**config.mk**
```make
export PLATFORM = sky130hd
export DESIGN_NAME = reed_pulse_speedometer
export DESIGN_NICKNAME = d
export VERILOG_FILES = /design/src/hw/rtl/rps_pkg.sv /design/src/hw/rtl/rps_divider.sv /design/src/hw/rtl/reed_pulse_speedometer.sv
export SDC_FILE = /design/constraint.sdc
export NUM_CORES = 1
export LEC_CHECK = 0
export BUFFER_PORTS_ARGS = -buffer_cell sky130_fd_sc_hd__clkbuf_2
export CORE_ASPECT_RATIO = 0.5
export CORE_MARGIN = 3
export CORE_UTILIZATION = 25
export CTS_CLUSTER_DIAMETER = 60
export DETAILED_ROUTE_END_ITERATION = 8
export GPL_TIMING_DRIVEN = 0
export RECOVER_POWER = 25
export SETUP_SLACK_MARGIN = 0.2
export SLEW_MARGIN = 10
export SYNTH_ARGS = -nofsm -noshare
export SYNTH_HDL_FRONTEND = slang
export SYNTH_HIERARCHICAL = 1
export SYNTH_SLANG_ARGS = --single-unit
```
**constraint.sdc**
```tcl
create_clock -name clk_i -period 8.8 [get_ports clk_i]
set_clock_uncertainty 0.1 [all_clocks]
set_input_delay 0.44 -clock clk_i [delete_from_list [all_inputs] [get_ports clk_i]]
set_output_delay 0.44 -clock clk_i [all_outputs]
set_load 0.005 [all_outputs]
```
**src/hw/rtl/rps_pkg.sv**
```systemverilog
// ----------------------------------------------------------------------------
// rps_pkg
// Shared constants for the reed pulse speedometer.
// ----------------------------------------------------------------------------
`default_nettype none

package rps_pkg;

  localparam int unsigned CIRC_W   = 10;
  localparam int unsigned TOUT_W   = 16;
  localparam int unsigned SPEED_W  = 10;
  localparam int unsigned BAR_W    = 3;
  localparam int unsigned TOTAL_W  = 32;
  localparam int unsigned APB_DW   = 32;
  localparam int unsigned APB_AW   = 3;

  localparam logic [CIRC_W-1:0]  CIRC_RST   = CIRC_W'(100);
  localparam logic [TOUT_W-1:0]  TOUT_RST   = TOUT_W'(3600);
  localparam logic [SPEED_W-1:0] SPEED_MAX  = SPEED_W'(1023);
  localparam int unsigned        PERIOD_DIV = 36;

  // period / 36 at or past this exceeds any circumference, so speed is 0
  localparam int unsigned PERIOD_LONG = PERIOD_DIV * (1 << CIRC_W);

  // period / 36 = (period / 4) / 9, the / 9 by reciprocal multiply
  localparam int unsigned        QTR_W    = 14;
  localparam int unsigned        RECIP_W  = 13;
  localparam logic [RECIP_W-1:0] RECIP9   = RECIP_W'(7282);  // ceil(2^16 / 9)
  localparam int unsigned        RECIP_SH = 16;

  // register index, taken from paddr[2]
  localparam logic REG_CIRC = 1'b0;
  localparam logic REG_TOUT = 1'b1;

  // bar thresholds on speed (twice speed up to 10, 20, 30)
  localparam logic [SPEED_W-1:0] BAR_T1 = SPEED_W'(5);
  localparam logic [SPEED_W-1:0] BAR_T2 = SPEED_W'(10);
  localparam logic [SPEED_W-1:0] BAR_T3 = SPEED_W'(15);

  localparam logic [BAR_W-1:0] BAR_OFF = BAR_W'(0);
  localparam logic [BAR_W-1:0] BAR_1   = BAR_W'(1);
  localparam logic [BAR_W-1:0] BAR_2   = BAR_W'(2);
  localparam logic [BAR_W-1:0] BAR_3   = BAR_W'(3);
  localparam logic [BAR_W-1:0] BAR_4   = BAR_W'(4);

endpackage

`default_nettype wire

```
**src/hw/rtl/rps_divider.sv**
```systemverilog
// ----------------------------------------------------------------------------
// rps_divider
// Restoring radix-2 divider, one quotient bit per cycle over all W dividend
// bits.
// ----------------------------------------------------------------------------
`default_nettype none

module rps_divider #(
  parameter int unsigned W = 10
) (
  input  wire logic              clk_i,
  input  wire logic              rst_ni,
  input  wire logic              start_i,
  input  wire logic [W-1:0]      dividend_i,
  input  wire logic [W-1:0]      divisor_i,
  output logic                   done_o,
  output logic [W-1:0]           quotient_o
);

  localparam int unsigned CNT_W = $clog2(W + 1);

  logic [W-1:0]     rem_q, rem_d;
  logic [W-1:0]     dvd_q, dvd_d;
  logic [W-1:0]     dsr_q, dsr_d;
  logic [CNT_W-1:0] cnt_q, cnt_d;
  logic             run_q, run_d;
  logic             done_q, done_d;

  logic [W:0] shifted;
  logic [W:0] diff;
  logic       ge;

  assign shifted = {rem_q, dvd_q[W-1]};
  assign diff    = shifted - {1'b0, dsr_q};
  assign ge      = shifted >= {1'b0, dsr_q};

  always_comb begin
    rem_d  = rem_q;
    dvd_d  = dvd_q;
    dsr_d  = dsr_q;
    cnt_d  = cnt_q;
    run_d  = run_q;
    done_d = 1'b0;
    if (run_q) begin
      rem_d = ge ? diff[W-1:0] : shifted[W-1:0];
      dvd_d = {dvd_q[W-2:0], ge};
      cnt_d = cnt_q - CNT_W'(1);
      if (cnt_q == CNT_W'(1)) begin
        run_d  = 1'b0;
        done_d = 1'b1;
      end
    end else if (start_i) begin
      rem_d = '0;
      dvd_d = dividend_i;
      dsr_d = divisor_i;
      cnt_d = CNT_W'(W);
      run_d = 1'b1;
    end
  end

  always_ff @(posedge clk_i or negedge rst_ni) begin
    if (!rst_ni) begin
      run_q  <= 1'b0;
      done_q <= 1'b0;
      cnt_q  <= '0;
    end else begin
      run_q  <= run_d;
      done_q <= done_d;
      cnt_q  <= cnt_d;
    end
  end

  always_ff @(posedge clk_i) begin
    rem_q <= rem_d;
    dvd_q <= dvd_d;
    dsr_q <= dsr_d;
  end

  assign done_o     = done_q;
  assign quotient_o = dvd_q;

endmodule

`default_nettype wire

```
**src/hw/rtl/reed_pulse_speedometer.sv**
```systemverilog
// Path: accept, emit state, result word when no speed is computed; the
//   period check before emit when it fixes the speed; check and divider else.
// Throughput: one sample at a time; the next is taken as its result is
//   offered, which a stalled result holds back.
// Reset: asynchronous, active low; control state and totals clear, registers
//   return to circumference 100 cm and timeout 3600 ms.
// ----------------------------------------------------------------------------
// reed_pulse_speedometer
// Reed switch speedometer: timeout check, edge detect, speed by iterative
// division, wrapping time and distance totals, bar level output.
// ----------------------------------------------------------------------------
`default_nettype none

module reed_pulse_speedometer #(
  parameter int unsigned TIME_WIDTH = 32
) (
  input  wire logic                            clk_i,
  input  wire logic                            rst_ni,
  // APB config
  input  wire logic                            psel,
  input  wire logic                            penable,
  input  wire logic                            pwrite,
  input  wire logic [rps_pkg::APB_AW-1:0]      paddr,
  input  wire logic [rps_pkg::APB_DW-1:0]      pwdata,
  output logic [rps_pkg::APB_DW-1:0]           prdata,
  output logic                                 pready,
  // sample in
  input  wire logic                            in_valid_i,
  output logic                                 in_stall_o,
  input  wire logic [TIME_WIDTH-1:0]           now_ms_i,
  input  wire logic                            reed_raw_i,
  // result out
  output logic                                 out_valid_o,
  input  wire logic                            out_stall_i,
  output logic [rps_pkg::SPEED_W-1:0]          speed_kmh_o,
  output logic [rps_pkg::BAR_W-1:0]            bar_level_o,
  output logic                                 moving_o,
  output logic                                 pulse_active_o,
  output logic [rps_pkg::TOTAL_W-1:0]          total_time_ms_o,
  output logic [rps_pkg::TOTAL_W-1:0]          total_distance_cm_o
);

  localparam int unsigned W = TIME_WIDTH;

  localparam logic [1:0] ST_IDLE = 2'd0;
  localparam logic [1:0] ST_DIVP = 2'd1;
  localparam logic [1:0] ST_DIVC = 2'd2;
  localparam logic [1:0] ST_EMIT = 2'd3;

  // --------------------------------------------------------------------------
  // config registers
  logic [rps_pkg::CIRC_W-1:0] circ_q;
  logic [rps_pkg::TOUT_W-1:0] tout_q;
  logic                       cfg_wr;

  assign pready = 1'b1;
  assign cfg_wr = psel & penable & pwrite;

  always_ff @(posedge clk_i or negedge rst_ni) begin
    if (!rst_ni) begin
      circ_q <= rps_pkg::CIRC_RST;
      tout_q <= rps_pkg::TOUT_RST;
    end else if (cfg_wr) begin
      if (paddr[2] == rps_pkg::REG_CIRC) begin
        circ_q <= pwdata[rps_pkg::CIRC_W-1:0];
      end else begin
        tout_q <= pwdata[rps_pkg::TOUT_W-1:0];
      end
    end
  end

  always_comb begin
    if (paddr[2] == rps_pkg::REG_TOUT) begin
      prdata = {{(rps_pkg::APB_DW - rps_pkg::TOUT_W){1'b0}}, tout_q};
    end else begin
      prdata = {{(rps_pkg::APB_DW - rps_pkg::CIRC_W){1'b0}}, circ_q};
    end
  end

  // --------------------------------------------------------------------------
  // state
  logic [1:0]                  state_q;
  logic                        prev_q;
  logic [W-1:0]                last_q;
  logic                        moving_q;
  logic [rps_pkg::SPEED_W-1:0] speed_q;
  logic [rps_pkg::TOTAL_W-1:0] ttot_q;
  logic [rps_pkg::TOTAL_W-1:0] dtot_q;
  logic [W-1:0]                now_q;
  logic [W-1:0]                period_q;
  logic                        pulse_q;

  logic                        out_valid_q;
  logic [rps_pkg::SPEED_W-1:0] out_speed_q;
  logic [rps_pkg::BAR_W-1:0]   out_bar_q;
  logic                        out_moving_q;
  logic                        out_pulse_q;
  logic [rps_pkg::TOTAL_W-1:0] out_ttot_q;
  logic [rps_pkg::TOTAL_W-1:0] out_dtot_q;

  // --------------------------------------------------------------------------
  // sample front end
  logic                   in_acc;
  logic [W+15:0]          tout_wide;
  logic [W-1:0]           deadline;
  logic                   expired;
  logic                   active;
  logic                   edge_on;
  logic                   mov_t;
  logic [W-1:0]           period;

  assign in_stall_o = (state_q != ST_IDLE);
  assign in_acc     = in_valid_i & ~in_stall_o;

  assign tout_wide = {W'(0), tout_q};
  assign deadline  = last_q + tout_wide[W-1:0];
  assign expired   = deadline < now_ms_i;
  assign active    = ~reed_raw_i;
  assign edge_on   = active & ~prev_q;
  assign mov_t     = moving_q & ~expired;
  assign period    = now_ms_i - last_q;

  // --------------------------------------------------------------------------
  // period / 36; only needed below PERIOD_LONG, where period / 4 fits QTR_W
  logic                                        period_long;
  logic [rps_pkg::QTR_W-1:0]                   period_qtr;
  logic [rps_pkg::QTR_W+rps_pkg::RECIP_W-1:0]  div36_prod;
  logic [rps_pkg::CIRC_W-1:0]                  div36;

  assign period_long = period_q >= W'(rps_pkg::PERIOD_LONG);
  assign period_qtr  = period_q[rps_pkg::QTR_W+1:2];
  assign div36_prod  = period_qtr * rps_pkg::RECIP9;
  assign div36       = div36_prod[rps_pkg::RECIP_SH +: rps_pkg::CIRC_W];

  // --------------------------------------------------------------------------
  // shared divider: circumference / (period / 36)
  logic                       div_start;
  logic                       div_done;
  logic [rps_pkg::CIRC_W-1:0] div_quot;

  assign div_start = (state_q == ST_DIVP) & ~period_long & (div36 != '0);

  rps_divider #(
    .W (rps_pkg::CIRC_W)
  ) u_div (
    .clk_i      (clk_i),
    .rst_ni     (rst_ni),
    .start_i    (div_start),
    .dividend_i (circ_q),
    .divisor_i  (div36),
    .done_o     (div_done),
    .quotient_o (div_quot)
  );

  // --------------------------------------------------------------------------
  // totals on a counted revolution
  logic [W+31:0]               period_wide;
  logic [rps_pkg::TOTAL_W-1:0] ttot_add;
  logic [rps_pkg::TOTAL_W-1:0] dtot_add;

  assign period_wide = {32'b0, period_q};
  assign ttot_add    = ttot_q + period_wide[rps_pkg::TOTAL_W-1:0];
  assign dtot_add    = dtot_q + {{(rps_pkg::TOTAL_W - rps_pkg::CIRC_W){1'b0}}, circ_q};

  // --------------------------------------------------------------------------
  // output stage
  logic                      slot_free;
  logic [rps_pkg::BAR_W-1:0] bar;

  assign slot_free = ~out_valid_q | ~out_stall_i;

  always_comb begin
    priority if (speed_q == '0) begin
      bar = rps_pkg::BAR_OFF;
    end else if (speed_q <= rps_pkg::BAR_T1) begin
      bar = rps_pkg::BAR_1;
    end else if (speed_q <= rps_pkg::BAR_T2) begin
      bar = rps_pkg::BAR_2;
    end else if (speed_q <= rps_pkg::BAR_T3) begin
      bar = rps_pkg::BAR_3;
    end else begin
      bar = rps_pkg::BAR_4;
    end
  end

  // --------------------------------------------------------------------------
  // sequencer
  always_ff @(posedge clk_i or negedge rst_ni) begin
    if (!rst_ni) begin
      state_q     <= ST_IDLE;
      prev_q      <= 1'b0;
      last_q      <= '0;
      moving_q    <= 1'b0;
      speed_q     <= '0;
      ttot_q      <= '0;
      dtot_q      <= '0;
      out_valid_q <= 1'b0;
    end else begin
      unique case (state_q)
        ST_IDLE: begin
          if (in_acc) begin
            prev_q   <= active;
            moving_q <= mov_t | edge_on;
            speed_q  <= expired ? '0 : speed_q;
            if (edge_on && !mov_t) begin
              last_q <= now_ms_i;  // first edge only arms
            end
            state_q <= (edge_on && mov_t) ? ST_DIVP : ST_EMIT;
          end
        end
        ST_DIVP: begin
          priority if (period_long) begin
            // divisor larger than any circumference
            speed_q <= '0;
            ttot_q  <= ttot_add;
            dtot_q  <= dtot_add;
            last_q  <= now_q;
            state_q <= ST_EMIT;
          end else if (div36 == '0) begin
            // period below 36 ms
            speed_q <= rps_pkg::SPEED_MAX;
            ttot_q  <= ttot_add;
            dtot_q  <= dtot_add;
            last_q  <= now_q;
            state_q <= ST_EMIT;
          end else begin
            state_q <= ST_DIVC;
          end
        end
        ST_DIVC: begin
          if (div_done) begin
            // quotient never exceeds the circumference, so it fits
            speed_q <= div_quot[rps_pkg::SPEED_W-1:0];
            ttot_q  <= ttot_add;
            dtot_q  <= dtot_add;
            last_q  <= now_q;
            state_q <= ST_EMIT;
          end
        end
        ST_EMIT: begin
          if (slot_free) begin
            state_q <= ST_IDLE;
          end
        end
        default: state_q <= ST_IDLE;
      endcase

      if (state_q == ST_EMIT && slot_free) begin
        out_valid_q <= 1'b1;
      end else if (!out_stall_i) begin
        out_valid_q <= 1'b0;
      end
    end
  end

  always_ff @(posedge clk_i) begin
    if (in_acc) begin
      now_q    <= now_ms_i;
      period_q <= period;
      pulse_q  <= active;
    end
    if (state_q == ST_EMIT && slot_free) begin
      out_speed_q  <= speed_q;
      out_bar_q    <= bar;
      out_moving_q <= moving_q;
      out_pulse_q  <= pulse_q;
      out_ttot_q   <= ttot_q;
      out_dtot_q   <= dtot_q;
    end
  end

  assign out_valid_o         = out_valid_q;
  assign speed_kmh_o         = out_speed_q;
  assign bar_level_o         = out_bar_q;
  assign moving_o            = out_moving_q;
  assign pulse_active_o      = out_pulse_q;
  assign total_time_ms_o     = out_ttot_q;
  assign total_distance_cm_o = out_dtot_q;

endmodule

`default_nettype wire
```
## Word level (Yosys, flattened, before mapping)

Cells that the tools add are included.

- Output and inout port bits: 114
- Flip-flop bits (word level): 317
- Input port bits: 75

- Multipliers: 1
- Mux-type cells: 45
- Add/subtract/negate cells: 6
- Magnitude comparators: 6
- Reduce and logical (&&, ||, !) cells: 22
- Bitwise logic cells: 18
- Eq/ne operators: 11

Operators by type and width:

| operator | number |
|---|---|
| two-way mux 32 bit | 11 |
| one-hot mux 32 bit (2 select lines) | 2 |
| two-way mux 10 bit | 10 |
| one-hot mux 32 bit (3 select lines) | 1 |
| adder 32 x 10 -> 32 bit | 1 |
| adder 32 x 16 -> 32 bit | 1 |
| adder 32 bit | 1 |
| >= comparator 32 x 16 -> 1 bit, second input constant | 1 |
| < comparator 32 bit | 1 |
| subtractor 32 bit | 1 |
| one-hot mux 10 bit (3 select lines) | 1 |
| multiplier 14 x 12 -> 25 bit, second input constant | 1 |
| less-or-equal comparator 10 x 4 -> 1 bit, second input constant | 2 |
| logical NOT 10 bit | 2 |
| two-way mux 16 bit | 1 |
| >= comparator 11 x 10 -> 1 bit | 1 |
| less-or-equal comparator 10 x 3 -> 1 bit, second input constant | 1 |
| two-way mux 1 bit | 10 |
| two-way mux 2 bit | 5 |
| AND reduction 5 bit | 2 |
| nonzero test 10 bit | 1 |
| subtractor 10 bit | 1 |
| inverter 1 bit | 9 |
| two-way mux 4 bit | 2 |
| other kinds (20) | 40 |

## Longest topological paths before layout

- Depth after elaboration: 9
- Depth in mapped cells: 24
- Mapped depth without buffers: 23

## Modules after synthesis

The synthesis kept the hierarchy.

By module, submodules not included:

| module | cells each | instances | area each (sq um) |
|---|---|---|---|
| reed_pulse_speedometer | 1642 | 1 | 18300.1 |
| rps_divider | 159 | 1 | 1944.4 |

## Least setup slack after synthesis

Ideal clock, no wire load.

- Kind: register -> register
- From: reg state_q[1]
- To: reg out_bar_q (netlist bit bar_level_o[0]) (enable)
- Data required time: 8.064 ns
- Path buffers: 0
- Slack: 1.757 ns
- Arrival: 6.307 ns
- Stages on the path, launching flop included: 3
- Cell sequence: dfrtp_1 -> ha_1 -> a21boi_0

- Longest elaborated chain between the ends: 2

RTL lines:

| element | line | RTL |
|---|---|---|
| start: declaration | reed_pulse_speedometer.sv:82 | `logic [1:0] state_q;` |
| start signal: assignment | reed_pulse_speedometer.sv:208 | `state_q <= (edge_on && mov_t) ? ST_DIVP : ST_EMIT;` |
| equality test 2 bit | reed_pulse_speedometer.sv:262 | `if (state_q == ST_EMIT && slot_free) begin` |
| logical AND 1 bit | reed_pulse_speedometer.sv:262 |  |
| end signal: assignment | reed_pulse_speedometer.sv:264 | `out_bar_q <= bar;` |
| end: declaration | reed_pulse_speedometer.sv:95 | `logic [rps_pkg::BAR_W-1:0] out_bar_q;` |

No other way between the ends.
A chain may end at the register's enable or synchronous reset.

## Worst setup path in the final report

- From: reg period_q[5]
- To: reg u_div.rem_q[1] (enable)

- Elaborated cells between the ends (all ways): 7

RTL lines:

| element | line | RTL |
|---|---|---|
| start: declaration | reed_pulse_speedometer.sv:90 | `logic [W-1:0] period_q;` |
| start signal: assignment | reed_pulse_speedometer.sv:259 | `period_q <= period;` |
| multiplier 14 x 12 -> 25 bit | reed_pulse_speedometer.sv:132 | `assign div36_prod = period_qtr * rps_pkg::RECIP9;` |
| via div36_prod (one bit) | reed_pulse_speedometer.sv:127 | `logic [rps_pkg::QTR_W+rps_pkg::RECIP_W-1:0] div36_prod;` |
| nonzero test 10 bit | reed_pulse_speedometer.sv:141 | `assign div_start = (state_q == ST_DIVP) & ~period_long & (div36 != '0);` |
| AND 1 bit | reed_pulse_speedometer.sv:141 |  |
| via div_start | reed_pulse_speedometer.sv:137 | `logic div_start;` |
| nonzero test 2 bit (no source line) | n/a |  |
| end signal: assignment | rps_divider.sv:74 | `rem_q <= rem_d;` |
| end: declaration | rps_divider.sv:22 | `logic [W-1:0] rem_q, rem_d;` |

The timed path passes the listed nets, and every way through them passes these cells.

==> run_summary.xml <==
<?xml version="1.0" encoding="UTF-8"?>
<metrics>
  <group name="sta">
    <metric name="final.setup.worst_slack" unit="ns">1.509</metric>
    <metric name="setup_viol" unit="">0</metric>
    <metric name="maxClockFrequency" unit="MHz">137.1</metric>
    <metric name="finalHoldViolCount" unit="">0</metric>
    <metric name="rsz0062_at_grt" unit="">false</metric>
    <metric name="slew-limit-headroom" unit="">-1.330</metric>
    <metric name="worst_pin_slew" unit="ns">3.496</metric>
    <metric name="finalCritPeriodShare" unit="">0.8286</metric>
    <metric name="finalWorstPathRequiredPeriod" unit="ns">7.291</metric>
    <metric name="maxSlewViolCount" unit="">57</metric>
    <metric name="setup_tns" unit="ns">0</metric>
  </group>
  <group name="placement">
    <metric name="dp_slack" unit="ns">1.406</metric>
    <metric name="dpl_cell_area" unit="um2">22570</metric>
    <metric name="hpwl" unit="um">39860</metric>
    <metric name="dp_cells" unit="">3060</metric>
    <metric name="gp_congestion" unit="">0.8692</metric>
    <metric name="placement.io_buffers" unit="">152</metric>
  </group>
  <group name="clock_tree">
    <metric name="cts_tree" unit="">done</metric>
    <metric name="cts_sink_cnt" unit="">317</metric>
    <metric name="cts.root.buffer_cell" unit="">clkbuf_16</metric>
    <metric name="h-tree-depth" unit="">2</metric>
    <metric name="clkTransAtPathRegs" unit="ns">0.05</metric>
    <metric name="cts_max_path_buffers" unit="">3</metric>
    <metric name="insertion_delay" unit="ns">0.56</metric>
    <metric name="cts_made_buffers" unit="">39</metric>
  </group>
  <group name="synth">
    <metric name="postSynth.topFlopCell" unit="">edfxtp_1</metric>
    <metric name="postSynthRegisterBits" unit="">317</metric>
    <metric name="yosys-top-cells-area" unit="">edfxtp_1 (26%), dfrtp_1 (17%), ha_1 (13%), mux2_2 (4.7%), fa_1 (4.3%)</metric>
    <metric name="post_synth.cell_area_avg" unit="um2">11.24</metric>
    <metric name="yosys.area.top_type" unit="">edfxtp_1</metric>
    <metric name="share_of_synthesized_area_occupied_by_flip_flops_and_latches" unit="">0.4353</metric>
    <metric name="synth_edf_count" unit="">174</metric>
    <metric name="synth-warning-count" unit="">6</metric>
    <metric name="asyncSetResetFlopFracSynth" unit="">0.4511</metric>
    <metric name="post_synth_inst_count" unit="">1801</metric>
    <metric name="synthDistinctLibCells" unit="">79</metric>
    <metric name="synthDominantCellAreaShare" unit="">0.2581</metric>
    <metric name="post_synth_instance_area" unit="um2">20240</metric>
  </group>
  <group name="setup_path">
    <metric name="regToRegEndpoint" unit="">u_div/rem_q[1]$_SDFFCE_PN0P_</metric>
    <metric name="worstSetupStartpointType" unit="">flop</metric>
    <metric name="cp_cell_sequence" unit="">inv_1 &gt; fa_1 &gt; inv_1 &gt; ha_1 &gt; inv_1 &gt; fa_1 &gt; inv_1 &gt; fa_1 &gt; inv_1 &gt; fa_1 &gt; inv_1 &gt; ha_1 &gt; nand4_1 &gt; or2_2 &gt; a21oi_1 &gt; o21ai_0 &gt; a211oi_1 &gt; nor4_1 &gt; a31oi_2 &gt; nor2_1 &gt; inv_1</metric>
    <metric name="regToRegStartpoint" unit="">period_q[5]$_DFFE_PP_</metric>
    <metric name="worstPathArrival" unit="ns">7.35</metric>
    <metric name="timing_worst_setup_path_type" unit="">reg -&gt; reg</metric>
    <metric name="cp_slowest_cell" unit="">a31oi_2</metric>
    <metric name="critical_path.endpoint_type" unit="">flop</metric>
    <metric name="reg2reg_slack" unit="ns">1.51</metric>
    <metric name="worst-r2r-cell-count" unit="">21</metric>
    <metric name="worst-path-max-fanout" unit="">21</metric>
    <metric name="required" unit="ns">8.86</metric>
    <metric name="max_stage_delay" unit="ns">0.71</metric>
    <metric name="cp_common_cell" unit="">inv_1</metric>
  </group>
  <group name="grt">
    <metric name="wire_length_of_the_first_global_routing_pass" unit="um">79410</metric>
    <metric name="antenna_found_initial" unit="">7</metric>
    <metric name="global_route.usage.total" unit="">0.1171</metric>
    <metric name="grt_max_degree" unit="">88</metric>
    <metric name="first_global_vias" unit="">14267</metric>
    <metric name="grt_overflow_total" unit="">0</metric>
  </group>
  <group name="layout">
    <metric name="post-route-cell-area" unit="um2">23890</metric>
    <metric name="final.fill_count" unit="">8244</metric>
    <metric name="nNetsFinal" unit="">2358</metric>
    <metric name="post_layout_nonfiller_instances" unit="">3145</metric>
    <metric name="multi_input_area" unit="um2">10420</metric>
    <metric name="area_added_between_synthesis_and_finish" unit="%">17.99</metric>
    <metric name="seqCellArea" unit="um2">8812</metric>
    <metric name="final_layout_size_suffix_gt1_frac" unit="">0.1567</metric>
  </group>
  <group name="floorplan">
    <metric name="start_util" unit="">0.2536</metric>
    <metric name="core_area" unit="um2">79830</metric>
    <metric name="die_area" unit="um2">84640</metric>
    <metric name="top_level_ports" unit="">189</metric>
    <metric name="floorplan.rows" unit="">73</metric>
    <metric name="fp.dieW" unit="um">408.4</metric>
    <metric name="die_height" unit="um">207.2</metric>
  </group>
  <group name="flow_run">
    <metric name="drv_cap" unit="">1</metric>
  </group>
  <group name="route">
    <metric name="drt-wirelength-per-cell" unit="um">15.98</metric>
    <metric name="drt_iter0_drc" unit="">681</metric>
    <metric name="ant_nets" unit="">0</metric>
    <metric name="detail_route.wirelength" unit="um">50270</metric>
    <metric name="detail_route.drc_violations" unit="">0</metric>
    <metric name="drt-vias-per-instance" unit="">4.418</metric>
    <metric name="route.vias.total" unit="">13896</metric>
    <metric name="drt_pass1_iterations" unit="">4</metric>
  </group>
  <group name="min_path">
    <metric name="min_to" unit="">tout_q[14]$_DFFE_PN0P_</metric>
    <metric name="hold_class" unit="">in -&gt; reg</metric>
    <metric name="min-delay-start" unit="">pwdata[14]</metric>
    <metric name="whs_path_depth" unit="">2</metric>
  </group>
  <group name="outcome">
    <metric name="failed_checks" unit="">capacitance limit, slew limit</metric>
    <metric name="run_status" unit="">complete, but fails checks</metric>
  </group>
</metrics>
==> worst max-delay path by stage <==
stage                           start  slack, ns                           endpoint
3_5_place_dp    period_q[5]$_DFFE_PP_       1.41       u_div/rem_q[2]$_SDFFCE_PN0P_
4_1_cts         period_q[5]$_DFFE_PP_       1.40       u_div/rem_q[1]$_SDFFCE_PN0P_
6_report        period_q[5]$_DFFE_PP_       1.51       u_div/rem_q[1]$_SDFFCE_PN0P_
3_3_place_gp   state_q[1]$_DFFE_PN0P_      -1.60  total_distance_cm_o[15]$_DFFE_PP_
2_1_floorplan  state_q[1]$_DFFE_PN0P_       1.76       bar_level_o[0]$_SDFFCE_PP0P_
5_1_grt         period_q[5]$_DFFE_PP_        1.0             last_q[10]$_DFFE_PN0P_
==> sequential cells by signal, summed over array words and instances, names as in the netlist, 2 cells and up <==
name / flops
circ_q: 10
total_time_ms_o: 32
last_q: 32
tout_q: 16
u_div/cnt_q: 4
now_q: 32
total_distance_cm_o: 32
period_q: 32
bar_level_o: 3
state_q: 2
dtot_q: 32
u_div/quotient_o: 10
u_div/rem_q: 10
speed_q: 10
u_div/dsr_q: 10
speed_kmh_o: 10
ttot_q: 32
==> Yosys cell counts (16+ instances only) <==
cell type,n
xnor2_1,98
nor2b_1,29
clkbuf_1,17
nand3_1,28
buf_4,25
a31oi_1,16
o21a_1,17
a21oi_1,91
mux2i_1,68
inv_1,213
dfrtp_1,136
ha_1,216
nand2_1,78
nor2_1,68
edfxtp_1,174
xor2_1,31
and3_1,17
fa_1,43
mux2_2,85
nand4_1,23
nor3_1,25
o21ai_0,64
a21o_1,57
==> metrics by stage <==
step | util | hold slack [ns]
2_1_floorplan | - | 0.04441
3_3_place_gp | 0.2809 | 0.3045
3_5_place_dp | 0.2828 | 0.3119
4_1_cts | 0.2998 | 0.0006689
5_1_grt | 0.2992 | 0.02107
6_report | 0.2992 | 0.02756
==> per-layer routing <==
metal,GRT usage,vias up,part of all wire
li1,-,6844,-
met1,0.1388,6745,0.42
met2,0.2113,208,0.50
met3,0.01560,95,0.031
met4,0.05201,4,0.042
met5,0,-,0.00028
==> cell usage in the layout, fill, tap and decap left out, drive strengths merged, types with 16 or more instances in the layout <==
| cell type | count |
|---|---|
| conb | 17 |
| clkbuf | 219 |
| a21oi | 93 |
| o21ai | 66 |
| o21a | 17 |
| ha | 216 |
| and3 | 17 |
| nor2 | 68 |
| edfxtp | 174 |
| nor2b | 29 |
| xnor2 | 98 |
| mux2 | 88 |
| mux2i | 68 |
| a21o | 57 |
| nand2 | 78 |
| nor3 | 25 |
| nand3 | 28 |
| clkinv | 16 |
| buf | 35 |
| and2 | 16 |
| xor2 | 31 |
| dfrtp | 136 |
| fa | 43 |
| nand4 | 23 |
| a31oi | 17 |
| inv | 215 |
==> timing repair <==
action / CTS / global route
hold endpoints to repair: 59 / 0
setup buffers: 0 / 0
gates resized for setup: 0 / 0
hold buffers: 10 / 0
==> kinds of logic after synthesis <==
logic type,synth area share
compound gates,0.1109
simple gates,0.08523
flops,0.4353
fa+ha+maj,0.1765
buf+inv,0.05334
mux,0.08257
xor+xnor,0.05581
other cells,0.0003710
==> critical path: cells and delay by family, from the launching register on <==
kind | cells | cell delay [ns]
adder cells (fa/ha/maj) | 6 | 2.78
AO/OA/AOI/OAI | 4 | 1.67
buffers and inverters | 7 | 1.08
AND/OR/NAND/NOR | 4 | 0.83
flip-flops | 1 | 0.43
==> final cells by class <==
class                           count  share of cell area
Multi-Input combinational cell   1239              0.4362
Sequential cell                   317              0.3689
Clock buffer                       50             0.04390
Timing Repair Buffer              167             0.03970
Buffer                             47             0.01173
Inverter                          213             0.03358
Clock inverter                     22            0.008695
Antenna cell                        3           0.0003143
Tap cell                         1087             0.05694
Power is not shown: default switching activity piles up to over one toggle a cycle in this logic, so the estimate is an artifact.
